## config.mk

```make
export PLATFORM = sky130hd
export DESIGN_NAME = chbp_div
export DESIGN_NICKNAME = d
export VERILOG_FILES = /design/src/rtl/colour_histogram_block_probability_top_defines.svh /design/src/rtl/chbp_pkg.sv /design/src/rtl/chbp_div.sv
export SDC_FILE = /design/constraint.sdc
export NUM_CORES = 1
export LEC_CHECK = 0
export BUFFER_PORTS_ARGS = -buffer_cell sky130_fd_sc_hd__buf_2
export CORE_UTILIZATION = 52
export CTS_CLUSTER_SIZE = 40
export DETAILED_ROUTE_END_ITERATION = 6
export GPL_TIMING_DRIVEN = 0
export PLACE_DENSITY = 0.73
export SLEW_MARGIN = 40
export SYNTH_ARGS = -nofsm -noshare
export SYNTH_HDL_FRONTEND = slang
export SYNTH_SLANG_ARGS = --single-unit
export TNS_END_PERCENT = 50
```

## constraint.sdc

```tcl
create_clock -name clk_i -period 3.65 [get_ports clk_i]
set_clock_uncertainty 0.1 [all_clocks]
set_input_delay 0.73 -clock clk_i [delete_from_list [all_inputs] [get_ports clk_i]]
set_output_delay 0.73 -clock clk_i [all_outputs]
set_load 0.03 [all_outputs]
```

## src/rtl/colour_histogram_block_probability_top_defines.svh

```systemverilog
// assertion macros used by the sequencer chbp_ctrl
`ifndef COLOUR_HISTOGRAM_BLOCK_PROBABILITY_TOP_DEFINES_SVH
`define COLOUR_HISTOGRAM_BLOCK_PROBABILITY_TOP_DEFINES_SVH

// property checked on every clock edge outside reset
`define CHBP_ASSERT(lbl, prop, msg) \
  lbl: assert property (@(posedge clk_i) disable iff (!rst_ni) (prop)) else $error(msg);

// condition that must never be seen outside reset
`define CHBP_ASSERT_NEVER(lbl, cond, msg) \
  lbl: assert property (@(posedge clk_i) disable iff (!rst_ni) !(cond)) else $error(msg);

`endif

```

## src/rtl/chbp_pkg.sv

```systemverilog
// constants, types and helpers of the colour histogram block probability unit
package chbp_pkg;

  localparam int HIST_ENTRIES = 4096;
  localparam int ADDR_W       = $clog2(HIST_ENTRIES);
  localparam int COUNT_CAP    = 100;
  localparam int COUNT_W      = 7;
  localparam int BLOCK_PIXELS = 16;
  localparam int SUM_LIMIT    = BLOCK_PIXELS * COUNT_CAP;
  localparam int SUM_W        = $clog2(SUM_LIMIT + 1);
  localparam int TP_W         = 21;
  localparam int PROB_W       = 8;
  localparam int FULL_SCALE   = 255;
  localparam int NUM_W        = SUM_W + PROB_W;
  localparam int DCNT_W       = $clog2(NUM_W);

  typedef enum logic [1:0] {
    REQ_TRAIN = 2'd0,
    REQ_LEAK  = 2'd1,
    REQ_QUERY = 2'd2
  } req_e;

  typedef struct packed {
    logic               en;
    logic [ADDR_W-1:0]  addr;
    logic [COUNT_W-1:0] data;
  } mem_wr_t;

  typedef struct packed {
    logic              en;
    logic [ADDR_W-1:0] addr;
  } mem_rd_t;

  typedef struct packed {
    logic             start;
    logic             ack;
    logic [NUM_W-1:0] num;
    logic [TP_W-1:0]  den;
  } div_req_t;

  typedef struct packed {
    logic              busy;
    logic              done;
    logic [PROB_W-1:0] prob;
    logic              sat;
  } div_rsp_t;

  // 4 bits per channel, red in the top nibble
  function automatic logic [ADDR_W-1:0] bin_of(input logic [7:0] r, input logic [7:0] g,
                                               input logic [7:0] b);
    logic [11:0] full;
    full = {r[7:4], g[7:4], b[7:4]};
    return ADDR_W'(full % HIST_ENTRIES);
  endfunction

endpackage

```

## src/rtl/chbp_div.sv

```systemverilog
// restoring divider, one quotient bit per cycle, result clipped to 8 bits
module chbp_div import chbp_pkg::*; (
  input  logic     clk_i,
  input  logic     rst_ni,
  input  div_req_t req_i,
  output div_rsp_t rsp_o
);

  typedef enum logic [1:0] {
    DV_IDLE,
    DV_RUN,
    DV_HOLD
  } dv_state_e;

  dv_state_e          state_q, state_d;
  logic [DCNT_W-1:0]  cnt_q, cnt_d;
  logic [TP_W-1:0]    rem_q, rem_d;
  logic [TP_W-1:0]    den_q, den_d;
  logic [NUM_W-1:0]   num_q, num_d;
  logic [NUM_W-1:0]   quo_q, quo_d;
  logic [TP_W:0]      trial;
  logic               fits;

  assign trial = {rem_q, num_q[NUM_W-1]};
  assign fits  = trial >= {1'b0, den_q};

  always_comb begin
    state_d = state_q;
    cnt_d   = cnt_q;
    rem_d   = rem_q;
    den_d   = den_q;
    num_d   = num_q;
    quo_d   = quo_q;
    case (state_q)
      DV_IDLE: begin
        if (req_i.start) begin
          state_d = DV_RUN;
          cnt_d   = DCNT_W'(NUM_W - 1);
          rem_d   = '0;
          den_d   = req_i.den;
          num_d   = req_i.num;
          quo_d   = '0;
        end
      end
      DV_RUN: begin
        rem_d = fits ? TP_W'(trial - {1'b0, den_q}) : trial[TP_W-1:0];
        quo_d = {quo_q[NUM_W-2:0], fits};
        num_d = {num_q[NUM_W-2:0], 1'b0};
        cnt_d = cnt_q - 1'b1;
        if (cnt_q == '0) begin
          state_d = DV_HOLD;
        end
      end
      DV_HOLD: begin
        if (req_i.ack) begin
          state_d = DV_IDLE;
        end
      end
      default: state_d = DV_IDLE;
    endcase
  end

  always_ff @(posedge clk_i or negedge rst_ni) begin
    if (!rst_ni) begin
      state_q <= DV_IDLE;
      cnt_q   <= '0;
    end else begin
      state_q <= state_d;
      cnt_q   <= cnt_d;
    end
  end

  always_ff @(posedge clk_i) begin
    rem_q <= rem_d;
    den_q <= den_d;
    num_q <= num_d;
    quo_q <= quo_d;
  end

  assign rsp_o.busy = state_q != DV_IDLE;
  assign rsp_o.done = state_q == DV_HOLD;
  assign rsp_o.sat  = |quo_q[NUM_W-1:PROB_W];
  assign rsp_o.prob = rsp_o.sat ? PROB_W'(FULL_SCALE) : quo_q[PROB_W-1:0];

endmodule

```

==> metrics.md, run 1 <==
| Metric | Value |
|---|---|
| Design Area, Final | ~5600 µm² |
| DP HPWL | ~7400 µm |
| Per-cell routed wire length | approximately 16 µm |
| Top FF cell, synth | edfxtp_1 |
| Critical-path cell list | inv_1, ha_1, inv_1, fa_1, a21o_1, a221o_1, a22oi_1, mux2_2, o211ai_1, o21ai_1 |
| Clock root cell | clkbuf_8 |
| Fin crit period | between 2 and 3 ns |
| Number of enable flip-flop cells after synthesis | 80 |
| Power Dens Cells | 961 nW/µm² |
| Crit path kind | reg -> reg |
| RSZ-0062 raised after global routing | no |
| Total CTS buffers | 9 |
| RePlAce Congestion | ~0.90 |
| Area contributors post-synth | edfxtp_1 (48%), nand2_1 (6.7%), ha_1 (5.8%) |
| Post-CTS Resized | 0 |
| Fin. Hold Viols | 0 |
| Fin cells | 680 |
| Run status | finished, final reports clean |
| Commonest non-fill, non-tap cell in the layout | nand2_1 |
| Congestion Overflow GR | 0 |
| Leakage | about 2.4 nW |
| ANT nets after route | 0 |
| Initial core utilization | between 50% and 60% |
| Number of synthesized register bits | between 80 and 90 |
| Largest net degree at the start of global routing | between 40 and 50 |
| Final WS setup | 0.657 ns |
| R2R Setup Slk | around 0.66 ns |
| Std cell rows | 35 |
| DRT iter0 DRCs | 203 |
| Sequential share of the synthesized area | about half |
| Total negative setup slack | 0 ns |
| Yosys top cell area share | roughly half |
| Post-CTS setup repair buffer count | 0 |
| Die Wd | approximately 100 µm |
| CP Data Required Time | approximately 3.7 ns |
| CP startpoint kind | flop |
| Initial antenna violation count | 0 |
| Post-Place Setup Slack | around 0.7 ns |
| Sink Count | 87 |
| Vias | about 3800 |
| Crit-path max FO | 7 |
| Core ar. | slightly above 9000 µm² |
| Mean area per synthesized cell | between 10 and 15 µm² |
| CP delay by family, top | compound AO/OA/AOI/OAI gates |
| Commonest non-fill, non-tap cells in the layout | nand2_1 (88), edfxtp_1 (80), buf_2 (55), a21oi_1 (34), inv_1 (33) |
| Placed Area | roughly 5400 µm² |
| Vias in the first global route | approximately 3600 |
| Worst r2r dst | rem_q[18]$_SDFFCE_PN0P_ |
| CTS Buffer Depth | 2 |
| All-layer global routing usage | between 20% and 30% |
| VDD IR-drop max | ~0.51 mV |
| # DRC | 0 |
| Slew Viols, Final | 0 |
| Post-layout util | roughly 61% |
| Cell variety after synth | 71 |
| CTS H-tree depth | 3 |
| Syn Nets | 548 |
| Layout cells sized above 1 | roughly a fifth |
| Area leader, netlist | edfxtp_1 |
| Port Buffer Count | between 50 and 60 |
| Max Fclk | 0.334 GHz |
| Top Ports | 55 |
| Least-Margin Pin Slew | approximately 0.58 ns |
| Critical Path Start | num_q[18]$_DFFE_PP_ |
| Worst path max stage delay | roughly 0.43 ns |
| Hold Path Class | in -> async |
| Worst r2r path cells | 10 |
| CTS tree | yes |
| Pre-Repair DR Iteration Count | 5 |
| Final Setup Violations | 0 |
| Most common cell on crit path | inv_1 |
| CP endpoint kind | flop |
| Number of buffers and inverters on the critical path | 2 |
| Synth Instances | 480 |
| FF-to-FF Start | num_q[18]$_DFFE_PP_ |
| Max-cap viol count | 0 |
| Ys Warns | 0 |
| Die Height | approximately 100 µm |
| Worst-Skew Late Latency | approximately 0.37 ns |
| Final WL | between 10000 and 15000 µm |
| Ant. Diodes | 0 |
| Slew headroom | between 60% and 70% |
| First-pass GRT wire length | between 15000 and 20000 µm |
| Mapped Area | around 5000 µm² |
| Area grow syn2layout | 13.1% |
| Arrival time at the worst endpoint | 3.00 ns |
| Clk slew on worst S/H paths | about 0.08 ns |
| Post-CTS Hold Fix Bufs | 0 |
| Total power | 5.42 mW |
| DR vias/cell | between 5 and 6 |
| Post-synthesis async set-or-reset flop share | about 8% |
| Placed cells | approximately 660 |
| Crit share post-route | 82.0% |
| Hold Slack | about 0.085 ns |
| Nets | approximately 610 |
| Die ar. | 9980 µm² |
| Critical path's slowest cell | fa_1 |
## synth_stat cells (3+ instances only)
library cell / n
o211ai_1: 3
a21o_1: 6
clkbuf_8: 4
xnor2_1: 3
a211oi_1: 5
or3_1: 3
a31oi_1: 3
o21ai_1: 6
inv_1: 34
or2_2: 8
and2_1: 21
xor2_1: 5
nand3_1: 17
o21ai_0: 16
ha_1: 23
nor2_1: 18
nor3_1: 8
dfrtp_1: 7
buf_6: 3
o21bai_1: 3
clkbuf_1: 7
a21oi_1: 34
nor2b_1: 3
nand2_1: 89
buf_4: 4
mux2i_1: 3
edfxtp_1: 80
nor4_1: 3
nand4_1: 6
## report_power, final
part           internal [mW]  switching [mW]  leakage [nW]
clock network          0.311           0.348        0.0914
registers               1.74           0.181         0.905
logic                   1.11            1.74          1.42
total                   3.15            2.27          2.42
## state kept, by name, summed over array words and instances (netlist names)
name     count
den_q       21
rem_q       21
num_q       19
quo_q       19
cnt_q        5
state_q      2
## cell type report
type | count | area (µm²)
buffer | 21 | 180
clock buffer | 13 | 170
clock inverter | 3 | 23.8
fill | 820 | 3650
inverter | 35 | 131
multi-input combinational | 337 | 2100
sequential | 87 | 2580
tap | 129 | 161
timing repair buffer | 55 | 290
## routing by layer
layer  global-route usage (%)  share of wire [%]  vias up
li1                         -                  -     1856
met1                     30.1                 45     1791
met2                     36.4                 48      115
met3                     5.92                5.6        8
met4                     6.00                1.3        0
met5                        0                  0        -
## worst max-delay path by stage
stage / endpoint / slack [ns] / depth (start not counted)
floorplan: rem_q[18]$_SDFFCE_PN0P_ / 0.97 / 10
global placement: rem_q[13]$_SDFFCE_PN0P_ / 0.21 / 4
detailed placement: rem_q[18]$_SDFFCE_PN0P_ / 0.72 / 10
CTS: rem_q[18]$_SDFFCE_PN0P_ / 0.68 / 10
global route: rem_q[18]$_SDFFCE_PN0P_ / 0.48 / 10
finish: rem_q[18]$_SDFFCE_PN0P_ / 0.66 / 10
## cell families (layout without fill, tap and decap cells)
group                    count (synthesis)  count (layout)  synth area share [%]
AO/OA/AOI/OAI                          105             105                  14.4
XOR/XNOR                                 8               8                  1.41
adder cells (fa/ha/maj)                 24              24                  6.17
buffers and inverters                   56             127                  6.25
flip-flops                              87              87                  51.7
multiplexers                             4               4                 0.828
AND/OR/NAND/NOR                        196             196                  19.2
Note: power is estimated with default switching activity, not from simulation.
==> run 2: changes to the inputs <==
Settings changed: ABC_AREA set to 1.
Clock period 3.65 ns to 3.1 ns, I/O delays scaled along.
==> run 2 against run 1 <==
Against the previous run:
- total power grew 20%
- routed wire length fell by 0.10%
- fmax increased by 18%
- critical path type unchanged
- critical endpoint is now rem_q[0]$_SDFFCE_PN0P_
==> metrics.md, run 2 <==
| Metric | Value |
|---|---|
| RePlAce Congestion | 0.929 |
| Post-synthesis async set-or-reset flop share | under 10% |
| Final WS setup | between 0.5 and 0.6 ns |
| # DRC | 0 |
| Vias | 4060 |
| Area grow syn2layout | 13.0% |
| Top FF cell, synth | edfxtp_1 |
| Number of synthesized register bits | 87 |
| Ant. Diodes | 0 |
| Post-CTS setup repair buffer count | 0 |
| Leading registers by flop count | den_q: 21 flops, rem_q: 21 flops |
| Commonest non-fill, non-tap cells in the layout | nand2_1 (201), inv_1 (104), edfxtp_1 (80), nor2_1 (74), buf_2 (54) |
| Cell variety after synth | 34 |
| Congestion Overflow GR | 0 |
| Run status | finished, final reports clean |
| CP startpoint kind | flop |
| Pre-Repair DR Iteration Count | 5 |
| Area leader, netlist | edfxtp_1 |
| Worst-Skew Late Latency | around 0.37 ns |
| Largest net degree at the start of global routing | 37 |
| VDD IR-drop max | roughly 0.60 mV |
| Syn Nets | 692 |
| Grt met3 use | between 5 and 6% |
| Ys Warns | 0 |
| Std cell rows | 35 |
| Mapped Area | a little over 5000 µm² |
| Total negative setup slack | 0 ns |
| Fin cells | roughly 830 |
| DR vias/cell | slightly below 5 |
| Slew headroom | between 50% and 60% |
| Leakage | roughly 2.9 nW |
| Crit share post-route | 81.9% |
| Per-cell routed wire length | ~13 µm |
| Initial antenna violation count | 0 |
| Initial core utilization | 54.6% |
| Least-Margin Pin Slew | ~0.66 ns |
| Core ar. | 9370 µm² |
| CP Data Required Time | ~3.1 ns |
| Total CTS buffers | 9 |
| Nets | ~760 |
| Sequential share of the synthesized area | around 50% |
| Power Dens Cells | 1130 nW/µm² |
| Slew Viols, Final | 0 |
| CP endpoint kind | flop |
| Number of enable flip-flop cells after synthesis | 80 |
| Vias in the first global route | slightly below 4000 |
| GR Util met1 | approximately 28% |
| Hold Slack | between 0.3 and 0.4 ns |
| Crit path kind | reg -> reg |
| Most frequent cell after synthesis | nand2_1 |
| Area contributors post-synth | edfxtp_1 (47%), nand2_1 (15%), inv_1 (7.8%) |
| All-layer global routing usage | approximately 22% |
| Crit-path max FO | 10 |
| Synth cell count leaders | nand2_1 (201), inv_1 (106), edfxtp_1 (80) |
| Die Wd | about 100 µm |
| Yosys top cell area share | between 40% and 50% |
| Placed cells | around 800 |
| Final Setup Violations | 0 |
| ANT nets after route | 0 |
| Post-Place Setup Slack | approximately 0.58 ns |
| Mean area per synthesized cell | 8.20 µm² |
| Final WL | roughly 11000 µm |
| Die Height | between 100 and 150 µm |
| DRT iter0 DRCs | approximately 150 |
| First-pass GRT wire length | between 15000 and 20000 µm |
| RSZ-0062 raised after global routing | no |
| Max-cap viol count | 0 |
| Post-CTS Resized | 0 |
| DP HPWL | around 7800 µm |
| CTS Buffer Depth | 2 |
| Post-layout util | roughly three fifths |
| Commonest non-fill, non-tap cell in the layout | nand2_1 |
| Synth Instances | 624 |
| Clk slew on worst S/H paths | about 0.1 ns |
| CTS tree | yes |
| Top Ports | 55 |
| Layout cells sized above 1 | 15.7% |
| Fin. Hold Viols | 0 |
| CTS H-tree depth | 3 |
| Hold Path Class | in -> reg |
| GR Layer Usage met2 | a little under two fifths |
| Max Fclk | between 0.3 and 0.4 GHz |
| Arrival time at the worst endpoint | between 2 and 3 ns |
| GRT busiest layer | met2 |
| Fin crit period | 2.54 ns |
| Sink Count | 87 |
| Clock root cell | clkbuf_8 |
| Port Buffer Count | 54 |
| Die ar. | between 10000 and 15000 µm² |
run 2: worst max-delay path: stages, from the launching register on:
cell and delay [ns]:
edfxtp_1 0.45, inv_1 0.08, ha_1 0.13, inv_1 0.09
fa_1 0.46, nand2_1 0.12, nand3_2 0.09, nand2_1 0.12
nand2_2 0.09, nand2_4 0.11, nand2_8 0.10, buf_6 0.16
o21ai_1 0.12, nor2_1 0.06
run 2: power by group:
group / internal [mW] / switching [mW]
Combinational: 1.17 / 2.27
Sequential: 2.06 / 0.196
Clock: 0.384 / 0.455
run 2: final cells by class:
cell class | instances | area [µm²]
flip-flops and latches | 87 | 2580
fillers | 863 | 3590
well taps | 129 | 161
clock buffers | 9 | 124
clock inverters | 7 | 78.8
plain buffers | 11 | 67.6
repair buffers | 56 | 300
multi-input cells | 412 | 2040
inverters | 114 | 433
run 2: what timing repair did:
| action | 4_1_cts | 5_1_grt |
|---|---|---|
| setup endpoints to repair | 0 | 0 |
| hold endpoints to repair | 7 | 0 |
| hold buffers | 1 | 0 |
run 2: cells by family (layout without fill, tap and decap cells):
kind of cell,count (synthesis),count (layout),synth area share (%)
flip-flops,87,87,50.4
adder cells (fa/ha/maj),24,24,6.01
AND/OR/NAND/NOR,340,340,28.3
XOR/XNOR,9,9,1.54
buffers and inverters,125,197,9.73
AO/OA/AOI/OAI,39,39,4.01
run 2: final timing paths:
path                                     start                      to  slack, ns  depth (start not counted)
max in group asynchronous               rst_ni    cnt_q[1]$_DFFE_PN0P_       2.20                          2
min in group asynchronous               rst_ni  state_q[0]$_DFFE_PN0P_       0.54                          2
hold / removal                       req_i[18]     den_q[18]$_DFFE_PP_       0.31                          1
hold reg to reg             num_q[2]$_DFFE_PP_      num_q[3]$_DFFE_PP_       0.42                          2
setup / recovery           num_q[18]$_DFFE_PP_  rem_q[0]$_SDFFCE_PN0P_       0.56                         13
setup reg to reg           num_q[18]$_DFFE_PP_  rem_q[0]$_SDFFCE_PN0P_       0.56                         13
run 2: per-stage QoR:
| stage | total power, mW | area [µm²] |
|---|---|---|
| after global placement | 5.58 | 5550 |
| after CTS | 6.56 | 5780 |
| after detailed placement | 5.70 | 5570 |
| after global routing | 7.11 | 5780 |
| final | 6.53 | 5780 |
| after floorplan | 4.88 | 5120 |
run 2: metal layers:
layer  up-vias  share of wire, %
li1       2086                 -
met1      1856                45
met2        97                48
met3        21               5.4
met4         0               1.9
met5         -                 0
