### src/rtl/colour_histogram_block_probability_top_defines.svh
// assertion macros used by the sequencer chbp_ctrl
`ifndef COLOUR_HISTOGRAM_BLOCK_PROBABILITY_TOP_DEFINES_SVH
`define COLOUR_HISTOGRAM_BLOCK_PROBABILITY_TOP_DEFINES_SVH

// property checked on every clock edge outside reset
`define CHBP_ASSERT(lbl, prop, msg) \
  lbl: assert property (@(posedge clk_i) disable iff (!rst_ni) (prop)) else $error(msg);

// condition that must never be seen outside reset
`define CHBP_ASSERT_NEVER(lbl, cond, msg) \
  lbl: assert property (@(posedge clk_i) disable iff (!rst_ni) !(cond)) else $error(msg);

`endif

### src/rtl/chbp_pkg.sv
// constants, types and helpers of the colour histogram block probability unit
package chbp_pkg;

  localparam int HIST_ENTRIES = 4096;
  localparam int ADDR_W       = $clog2(HIST_ENTRIES);
  localparam int COUNT_CAP    = 100;
  localparam int COUNT_W      = 7;
  localparam int BLOCK_PIXELS = 16;
  localparam int SUM_LIMIT    = BLOCK_PIXELS * COUNT_CAP;
  localparam int SUM_W        = $clog2(SUM_LIMIT + 1);
  localparam int TP_W         = 21;
  localparam int PROB_W       = 8;
  localparam int FULL_SCALE   = 255;
  localparam int NUM_W        = SUM_W + PROB_W;
  localparam int DCNT_W       = $clog2(NUM_W);

  typedef enum logic [1:0] {
    REQ_TRAIN = 2'd0,
    REQ_LEAK  = 2'd1,
    REQ_QUERY = 2'd2
  } req_e;

  typedef struct packed {
    logic               en;
    logic [ADDR_W-1:0]  addr;
    logic [COUNT_W-1:0] data;
  } mem_wr_t;

  typedef struct packed {
    logic              en;
    logic [ADDR_W-1:0] addr;
  } mem_rd_t;

  typedef struct packed {
    logic             start;
    logic             ack;
    logic [NUM_W-1:0] num;
    logic [TP_W-1:0]  den;
  } div_req_t;

  typedef struct packed {
    logic              busy;
    logic              done;
    logic [PROB_W-1:0] prob;
    logic              sat;
  } div_rsp_t;

  // 4 bits per channel, red in the top nibble
  function automatic logic [ADDR_W-1:0] bin_of(input logic [7:0] r, input logic [7:0] g,
                                               input logic [7:0] b);
    logic [11:0] full;
    full = {r[7:4], g[7:4], b[7:4]};
    return ADDR_W'(full % HIST_ENTRIES);
  endfunction

endpackage

### src/rtl/chbp_req_if.sv
// request channel: pixel items with their request type
interface chbp_req_if;
  logic       valid;
  logic       ready;
  logic [1:0] req_type;
  logic [7:0] red;
  logic [7:0] green;
  logic [7:0] blue;
  logic       last_of_block;

  modport source (output valid, req_type, red, green, blue, last_of_block, input ready);
  modport sink   (input valid, req_type, red, green, blue, last_of_block, output ready);
endinterface

### src/rtl/chbp_res_if.sv
// result channel: one probability item per closed block
interface chbp_res_if import chbp_pkg::*; ();
  logic              valid;
  logic              ready;
  logic [PROB_W-1:0] probability;
  logic              saturated;

  modport source (output valid, probability, saturated, input ready);
  modport sink   (input valid, probability, saturated, output ready);
endinterface

### src/rtl/chbp_ctrl.sv
// sequencer: clear pass, read-modify-write of bins, leak sweep, block sum and result
`include "colour_histogram_block_probability_top_defines.svh"
module chbp_ctrl import chbp_pkg::*; (
  input  logic               clk_i,
  input  logic               rst_ni,
  input  logic               cfg_we_i,
  input  logic [TP_W-1:0]    cfg_wdata_i,
  chbp_req_if.sink           req_i,
  chbp_res_if.source         res_o,
  output mem_wr_t            mem_wr_o,
  output mem_rd_t            mem_rd_o,
  input  logic [COUNT_W-1:0] mem_rdata_i,
  output div_req_t           div_req_o,
  input  div_rsp_t           div_rsp_i
);

  typedef enum logic [2:0] {
    ST_CLEAR,
    ST_IDLE,
    ST_MOD,
    ST_WAIT,
    ST_LEAK_RD,
    ST_LEAK_END
  } state_e;

  localparam logic [ADDR_W-1:0] LastAddr = ADDR_W'(HIST_ENTRIES - 1);

  state_e             state_q, state_d;
  logic [ADDR_W-1:0]  cnt_q, cnt_d;
  logic               wr_pend_q, wr_pend_d;
  logic [1:0]         req_q, req_d;
  logic               last_q, last_d;
  logic [ADDR_W-1:0]  bin_q, bin_d;
  logic [SUM_W-1:0]   sum_q, sum_d;
  logic [TP_W-1:0]    tp_q, tp_d;
  logic               out_valid_q, out_valid_d;
  logic [PROB_W-1:0]  prob_q, prob_d;
  logic               sat_q, sat_d;

  logic [SUM_W:0]     sum_wide;
  logic [SUM_W-1:0]   sum_next;
  logic [COUNT_W-1:0] cnt_dec;

  assign sum_wide = {1'b0, sum_q} + (SUM_W + 1)'(mem_rdata_i);
  assign sum_next = (sum_wide > (SUM_W + 1)'(SUM_LIMIT)) ? SUM_W'(SUM_LIMIT)
                                                          : sum_wide[SUM_W-1:0];
  assign cnt_dec  = (mem_rdata_i == '0) ? '0 : mem_rdata_i - 1'b1;

  always_comb begin
    state_d     = state_q;
    cnt_d       = cnt_q;
    wr_pend_d   = wr_pend_q;
    req_d       = req_q;
    last_d      = last_q;
    bin_d       = bin_q;
    sum_d       = sum_q;
    tp_d        = cfg_we_i ? cfg_wdata_i : tp_q;
    out_valid_d = out_valid_q && !res_o.ready;
    prob_d      = prob_q;
    sat_d       = sat_q;
    mem_wr_o    = '0;
    mem_rd_o    = '0;
    div_req_o.start = 1'b0;
    div_req_o.ack   = 1'b0;
    // 255 * sum as shift and subtract
    div_req_o.num   = {sum_next, {PROB_W{1'b0}}} - NUM_W'(sum_next);
    div_req_o.den   = (tp_q == '0) ? TP_W'(1) : tp_q;

    case (state_q)
      ST_CLEAR: begin
        mem_wr_o.en   = 1'b1;
        mem_wr_o.addr = cnt_q;
        mem_wr_o.data = '0;
        cnt_d         = cnt_q + 1'b1;
        if (cnt_q == LastAddr) begin
          state_d = ST_IDLE;
        end
      end
      ST_IDLE: begin
        mem_rd_o.en   = 1'b1;
        mem_rd_o.addr = bin_of(req_i.red, req_i.green, req_i.blue);
        if (req_i.valid) begin
          req_d  = req_i.req_type;
          last_d = req_i.last_of_block;
          bin_d  = mem_rd_o.addr;
          case (req_i.req_type)
            REQ_TRAIN, REQ_QUERY: state_d = ST_MOD;
            REQ_LEAK: begin
              state_d   = ST_LEAK_RD;
              cnt_d     = '0;
              wr_pend_d = 1'b0;
            end
            default: state_d = ST_IDLE;
          endcase
        end
      end
      ST_MOD: begin
        state_d = ST_IDLE;
        if (req_q == REQ_TRAIN) begin
          mem_wr_o.en   = mem_rdata_i < COUNT_W'(COUNT_CAP);
          mem_wr_o.addr = bin_q;
          mem_wr_o.data = mem_rdata_i + 1'b1;
        end else if (last_q) begin
          div_req_o.start = 1'b1;
          sum_d           = '0;
          state_d         = ST_WAIT;
        end else begin
          sum_d = sum_next;
        end
      end
      ST_WAIT: begin
        if (div_rsp_i.done && (!out_valid_q || res_o.ready)) begin
          div_req_o.ack = 1'b1;
          out_valid_d   = 1'b1;
          prob_d        = div_rsp_i.prob;
          sat_d         = div_rsp_i.sat;
          state_d       = ST_IDLE;
        end
      end
      ST_LEAK_RD: begin
        // read bin n while writing back bin n-1
        mem_rd_o.en   = 1'b1;
        mem_rd_o.addr = cnt_q;
        mem_wr_o.en   = wr_pend_q;
        mem_wr_o.addr = cnt_q - 1'b1;
        mem_wr_o.data = cnt_dec;
        wr_pend_d     = 1'b1;
        cnt_d         = cnt_q + 1'b1;
        if (cnt_q == LastAddr) begin
          state_d = ST_LEAK_END;
        end
      end
      ST_LEAK_END: begin
        mem_wr_o.en   = 1'b1;
        mem_wr_o.addr = cnt_q - 1'b1;
        mem_wr_o.data = cnt_dec;
        state_d       = ST_IDLE;
      end
      default: state_d = ST_IDLE;
    endcase
  end

  always_ff @(posedge clk_i or negedge rst_ni) begin
    if (!rst_ni) begin
      state_q     <= ST_CLEAR;
      cnt_q       <= '0;
      wr_pend_q   <= 1'b0;
      sum_q       <= '0;
      tp_q        <= TP_W'(1);
      out_valid_q <= 1'b0;
      req_q       <= '0;
      last_q      <= 1'b0;
      bin_q       <= '0;
      prob_q      <= '0;
      sat_q       <= 1'b0;
    end else begin
      state_q     <= state_d;
      cnt_q       <= cnt_d;
      wr_pend_q   <= wr_pend_d;
      sum_q       <= sum_d;
      tp_q        <= tp_d;
      out_valid_q <= out_valid_d;
      req_q       <= req_d;
      last_q      <= last_d;
      bin_q       <= bin_d;
      prob_q      <= prob_d;
      sat_q       <= sat_d;
    end
  end

  assign req_i.ready       = state_q == ST_IDLE;
  assign res_o.valid       = out_valid_q;
  assign res_o.probability = prob_q;
  assign res_o.saturated   = sat_q;

  `CHBP_ASSERT(a_sum_limit, sum_q <= SUM_W'(SUM_LIMIT), "block sum above limit")
  `CHBP_ASSERT(a_bin_cap, mem_wr_o.en |-> mem_wr_o.data <= COUNT_W'(COUNT_CAP), "bin above cap")
  `CHBP_ASSERT_NEVER(a_div_overlap, div_req_o.start && div_rsp_i.busy, "divider started twice")
  `CHBP_ASSERT(a_sum_cleared,
    (state_q == ST_MOD && req_q == REQ_QUERY && last_q) |=> sum_q == '0,
    "block sum not cleared after result")

endmodule

### src/flat_wrapper.sv
// flat-port wrapper written by rule: the top's interface ports become plain ports
module chbp_ctrl_flat import chbp_pkg::*;
  (clk_i, rst_ni, cfg_we_i, cfg_wdata_i, mem_wr_o, mem_rd_o, mem_rdata_i, div_req_o, div_rsp_i, req_i_valid, req_i_req_type, req_i_red, req_i_green, req_i_blue, req_i_last_of_block, req_i_ready, res_o_valid, res_o_probability, res_o_saturated, res_o_ready);
  chbp_req_if req_i_i ();
  chbp_res_if res_o_i ();
  input  logic clk_i;
  input  logic rst_ni;
  input  logic cfg_we_i;
  input  logic [TP_W-1:0] cfg_wdata_i;
  output mem_wr_t mem_wr_o;
  output mem_rd_t mem_rd_o;
  input  logic [COUNT_W-1:0] mem_rdata_i;
  output div_req_t div_req_o;
  input  div_rsp_t div_rsp_i;
  input wire logic [$bits(req_i_i.valid)-1:0] req_i_valid;
  input wire logic [$bits(req_i_i.req_type)-1:0] req_i_req_type;
  input wire logic [$bits(req_i_i.red)-1:0] req_i_red;
  input wire logic [$bits(req_i_i.green)-1:0] req_i_green;
  input wire logic [$bits(req_i_i.blue)-1:0] req_i_blue;
  input wire logic [$bits(req_i_i.last_of_block)-1:0] req_i_last_of_block;
  output wire logic [$bits(req_i_i.ready)-1:0] req_i_ready;
  output wire logic [$bits(res_o_i.valid)-1:0] res_o_valid;
  output wire logic [$bits(res_o_i.probability)-1:0] res_o_probability;
  output wire logic [$bits(res_o_i.saturated)-1:0] res_o_saturated;
  input wire logic [$bits(res_o_i.ready)-1:0] res_o_ready;
  assign req_i_i.valid = req_i_valid;
  assign req_i_i.req_type = req_i_req_type;
  assign req_i_i.red = req_i_red;
  assign req_i_i.green = req_i_green;
  assign req_i_i.blue = req_i_blue;
  assign req_i_i.last_of_block = req_i_last_of_block;
  assign req_i_ready = req_i_i.ready;
  assign res_o_valid = res_o_i.valid;
  assign res_o_probability = res_o_i.probability;
  assign res_o_saturated = res_o_i.saturated;
  assign res_o_i.ready = res_o_ready;
  chbp_ctrl u_core (.clk_i(clk_i), .rst_ni(rst_ni), .cfg_we_i(cfg_we_i), .cfg_wdata_i(cfg_wdata_i), .req_i(req_i_i), .res_o(res_o_i), .mem_wr_o(mem_wr_o), .mem_rd_o(mem_rd_o), .mem_rdata_i(mem_rdata_i), .div_req_o(div_req_o), .div_rsp_i(div_rsp_i));
endmodule
### config.mk
export PLATFORM = sky130hd
export DESIGN_NAME = chbp_ctrl_flat
export DESIGN_NICKNAME = d
export VERILOG_FILES = /design/src/rtl/chbp_pkg.sv /design/src/rtl/chbp_req_if.sv /design/src/rtl/chbp_res_if.sv /design/src/rtl/chbp_ctrl.sv /design/src/flat_wrapper.sv
export VERILOG_INCLUDE_DIRS = /design/src /design/src/rtl
export SDC_FILE = /design/constraint.sdc
export NUM_CORES = 1
export LEC_CHECK = 0
export ABC_AREA = 1
export BUFFER_PORTS_ARGS = -buffer_cell sky130_fd_sc_hd__buf_2
export CAP_MARGIN = 10
export CORE_MARGIN = 8
export CORE_UTILIZATION = 40
export DETAILED_ROUTE_END_ITERATION = 6
export SKIP_CTS_REPAIR_TIMING = 1
export SLEW_MARGIN = 20
export SYNTH_ARGS = -nofsm -noshare
export SYNTH_HDL_FRONTEND = slang
export SYNTH_SLANG_ARGS = --single-unit
### constraint.sdc
create_clock -name clk_i -period 8.3 [get_ports clk_i]
set_input_delay 0.415 -clock clk_i [delete_from_list [all_inputs] [get_ports clk_i]]
set_output_delay 0.415 -clock clk_i [all_outputs]
set_load 0.03 [all_outputs]
==> impl_metrics.env <==
export IMPL_gp_congestion=0.848
export IMPL_drive_above_1_share=0.292
export IMPL_reg2reg_slack_ns=5.23
export IMPL_vias=5006
export IMPL_rr_startpoint="u_core.sum_q[0]"
export IMPL_fmax_mhz=221
export IMPL_synth_simple_area_share=0.271
export IMPL_critPathCapture="div_req_o[39]"
export IMPL_grt_usage=0.181
export IMPL_antenna_found_initial=0
export IMPL_rsz0062_at_grt="false"
export IMPL_netlist_area_sq_um=5160
export IMPL_nNetsFinal=899
export IMPL_port_buffers=143
export IMPL_die_y_um=130
export IMPL_rows=41
export IMPL_synth_compound_area_frac=0.140
export IMPL_placedCellCount=974
export IMPL_worstPathArrival_ns=4.11
export IMPL_crit_start="u_core.sum_q[0]"
export IMPL_root_buffer="clkbuf_16"
export IMPL_slowest_delay_ns=0.39
export IMPL_path_common_cell="nand2_1"
export IMPL_cts_buffers=9
export IMPL_crit_fanout=11
export IMPL_r2r_worst_path_cells=18
export IMPL_avgSynthCellArea_sq_um=7.44
export IMPL_finalHoldViolCount=0
export IMPL_vias_per_cell=5.06
export IMPL_syn_num_nets=780
export IMPL_drc=0
export IMPL_grt_max_degree=74
export IMPL_fin_setup_tns_ns=0
export IMPL_totalWireLength_mm=14.8
export IMPL_tightest_slew_ns=0.945
export IMPL_fin_skew_ns=0.00698
export IMPL_maxSlewViolCount=0
export IMPL_critPathKind="reg -> out"
export IMPL_seq_area_frac_synth=0.354
export IMPL_coreArea_sq_um=12600
export IMPL_setup_viol=0
export IMPL_synth_edf_count=0
export IMPL_insertion_delay_ns=0.33
export IMPL_yosysUniqueCellTypes=46
export IMPL_yosys_warnings=0
export IMPL_setup_slack_ns=3.77
export IMPL_hold_path_class="in -> reg"
export IMPL_relSlewSlack=0.370
export IMPL_ys_async_sr_fraction=1.00
export IMPL_clk_pin_slew_worst_paths_ns=0.06
export IMPL_crit_cells=26
export IMPL_synth_xor_area_frac=0.0436
export IMPL_grt_pass1_wl_mm=24.6
export IMPL_dpl_cell_area_sq_um=5950
export IMPL_grt_pass1_vias=5166
export IMPL_io_pins=157
export IMPL_min_period_ns=4.53
export IMPL_cts_tree="yes"
export IMPL_start_util=0.409
export IMPL_cts_sinks=73
export IMPL_dpl_hpwl_mm=11.8
export IMPL_ant_nets=0
export IMPL_clk_path_buf_depth=2
export IMPL_wire_per_inst_um=15.0
export IMPL_synthMuxAreaShare=0.0371
export IMPL_path_buf_inv=6
export IMPL_n_antenna_cell=0
export IMPL_ys_ff_latch=73
export IMPL_synthFlopType="dfrtp_1"
export IMPL_cts_max_level=3
export IMPL_fin_area_sq_um=6250
export IMPL_cp_end_kind="primary output"
export IMPL_cp_start_kind="register"
export IMPL_finalCritPeriodShare=0.545
export IMPL_drt_initial_drc_count=319
export IMPL_postSynthCellCount=694
export IMPL_cap_violations=0
export IMPL_dieWidth_um=130
export IMPL_pre_cts_ws_ns=3.97
export IMPL_status="finished, final reports clean"
export IMPL_syn2layout_area_growth_pct=21.2
export IMPL_yosys_area_share_adder=0.0378
export IMPL_crit_family="simple AND/OR/NAND/NOR gates"
export IMPL_first_pass_iters=5
export IMPL_final_cells=990
export IMPL_dieArea_sq_um=16800
export IMPL_slowest_stage="fa_1"
export IMPL_r2r_end="u_core.sum_q[5]"
export IMPL_gr_total_overflow=0
export IMPL_synth_top_family_by_area="simple AND/OR/NAND/NOR gates"
export IMPL_cp_required_ns=7.89
[per-layer routing]
layer	GRT usage	vias up	wire length [um]
met5	0	-	0
met4	0.0567	0	154
met3	0.0596	16	1260
met2	0.302	178	7090
met1	0.216	2343	6330
li1	-	2469	-
[worst min-delay path by stage]
stage | start | end | slack (ns) | depth (start not counted)
final | cfg_wdata_i[14] | u_core.tp_q[14] | 0.28 | 3
after global routing | cfg_wdata_i[2] | u_core.tp_q[2] | 0.29 | 3
after CTS | cfg_wdata_i[14] | u_core.tp_q[14] | 0.27 | 3
after detailed placement | u_core.bin_q[7] | u_core.bin_q[7] | 0.47 | 2
after global placement | u_core.bin_q[10] | u_core.bin_q[10] | 0.47 | 2
after floorplan | rst_ni | u_core.bin_q[0] | 0.12 | 0
[cells in the mapped netlist, types with 3 or more instances]
| master | instances | area [sq um] |
|---|---|---|
| o21ai_0 | 53 | 265 |
| inv_1 | 111 | 417 |
| nor2_2 | 13 | 81.3 |
| nand3_4 | 3 | 52.6 |
| o22ai_1 | 21 | 131 |
| a21oi_1 | 20 | 100 |
| clkbuf_1 | 33 | 124 |
| nand3_2 | 4 | 40.0 |
| ha_1 | 14 | 175 |
| nor2_1 | 42 | 158 |
| nor2_4 | 5 | 56.3 |
| nand4_1 | 9 | 56.3 |
| nand3_1 | 34 | 170 |
| o211ai_2 | 3 | 37.5 |
| nand2_1 | 138 | 518 |
| nor3_1 | 14 | 70.1 |
| nand2_2 | 16 | 100 |
| dfrtp_1 | 72 | 1800 |
| xor2_1 | 18 | 158 |
| mux2_2 | 17 | 191 |
| xnor2_1 | 4 | 35.0 |
| o221ai_1 | 7 | 61.3 |
| inv_2 | 6 | 22.5 |
| o211ai_1 | 5 | 37.5 |
| nor4_1 | 3 | 18.8 |
[logic make-up after synthesis]
group / Yosys count
XOR/XNOR: 24
AO/OA/AOI/OAI: 121
multiplexers: 17
buffers and inverters: 155
adder cells (fa/ha/maj): 15
flip-flops: 73
AND/OR/NAND/NOR: 289
[flip-flops by register name (all words and copies together) (netlist names)]
register	count
u_core.req_q	2
u_core.res_o.valid	1
u_core.state_q	3
u_core.bin_q	12
u_core.sum_q	11
u_core.wr_pend_q	1
u_core.res_o.saturated	1
u_core.cnt_q	12
u_core.last_q	1
u_core.res_o.probability	8
u_core.tp_q	21
[placed cells by master, fill, tap and decap left out, types with 16 or more instances in the layout]
cell type	n
inv_1	111
mux2_2	17
o21ai_0	53
dfrtp_1	72
nand3_1	34
nor2_1	40
nand2_1	138
xor2_1	18
o22ai_1	21
buf_2	143
a21oi_1	20
nand2_2	16
[worst register-to-register path, stage by stage (launching register included)]
cell and delay, ns:
dfrtp_1 0.36, ha_1 0.20, inv_1 0.06, fa_1 0.39
inv_1 0.09, nand2_1 0.05, nand2_1 0.12, nand3_1 0.14
nand2_1 0.13, nand2_1 0.07, nand2_2 0.12, nand2_4 0.07
clkinv_2 0.05, nand2_2 0.04, nand2_2 0.25, nand2_2 0.16
nor2_1 0.36, inv_1 0.15, o21ai_0 0.18
[area by class of cell]
| cell class | count | area [sq um] |
|---|---|---|
| Sequential cell | 73 | 1830 |
| Fill cell | 1292 | 6370 |
| Clock inverter | 5 | 56.3 |
| Clock buffer | 11 | 243 |
| Tap cell | 172 | 215 |
| Inverter | 119 | 453 |
| Timing Repair Buffer | 144 | 723 |
| Multi-Input combinational cell | 466 | 2740 |
[stage by stage]
step,util,hold slack (ns)
floorplan,-,0.119
global placement,0.471,0.467
detailed placement,0.471,0.473
CTS,0.495,0.273
global route,0.496,0.295
finish,0.496,0.285
Power is left out: the tool's default activity adds up to more than one toggle a clock period on the data nets, which glitch-free logic cannot reach.
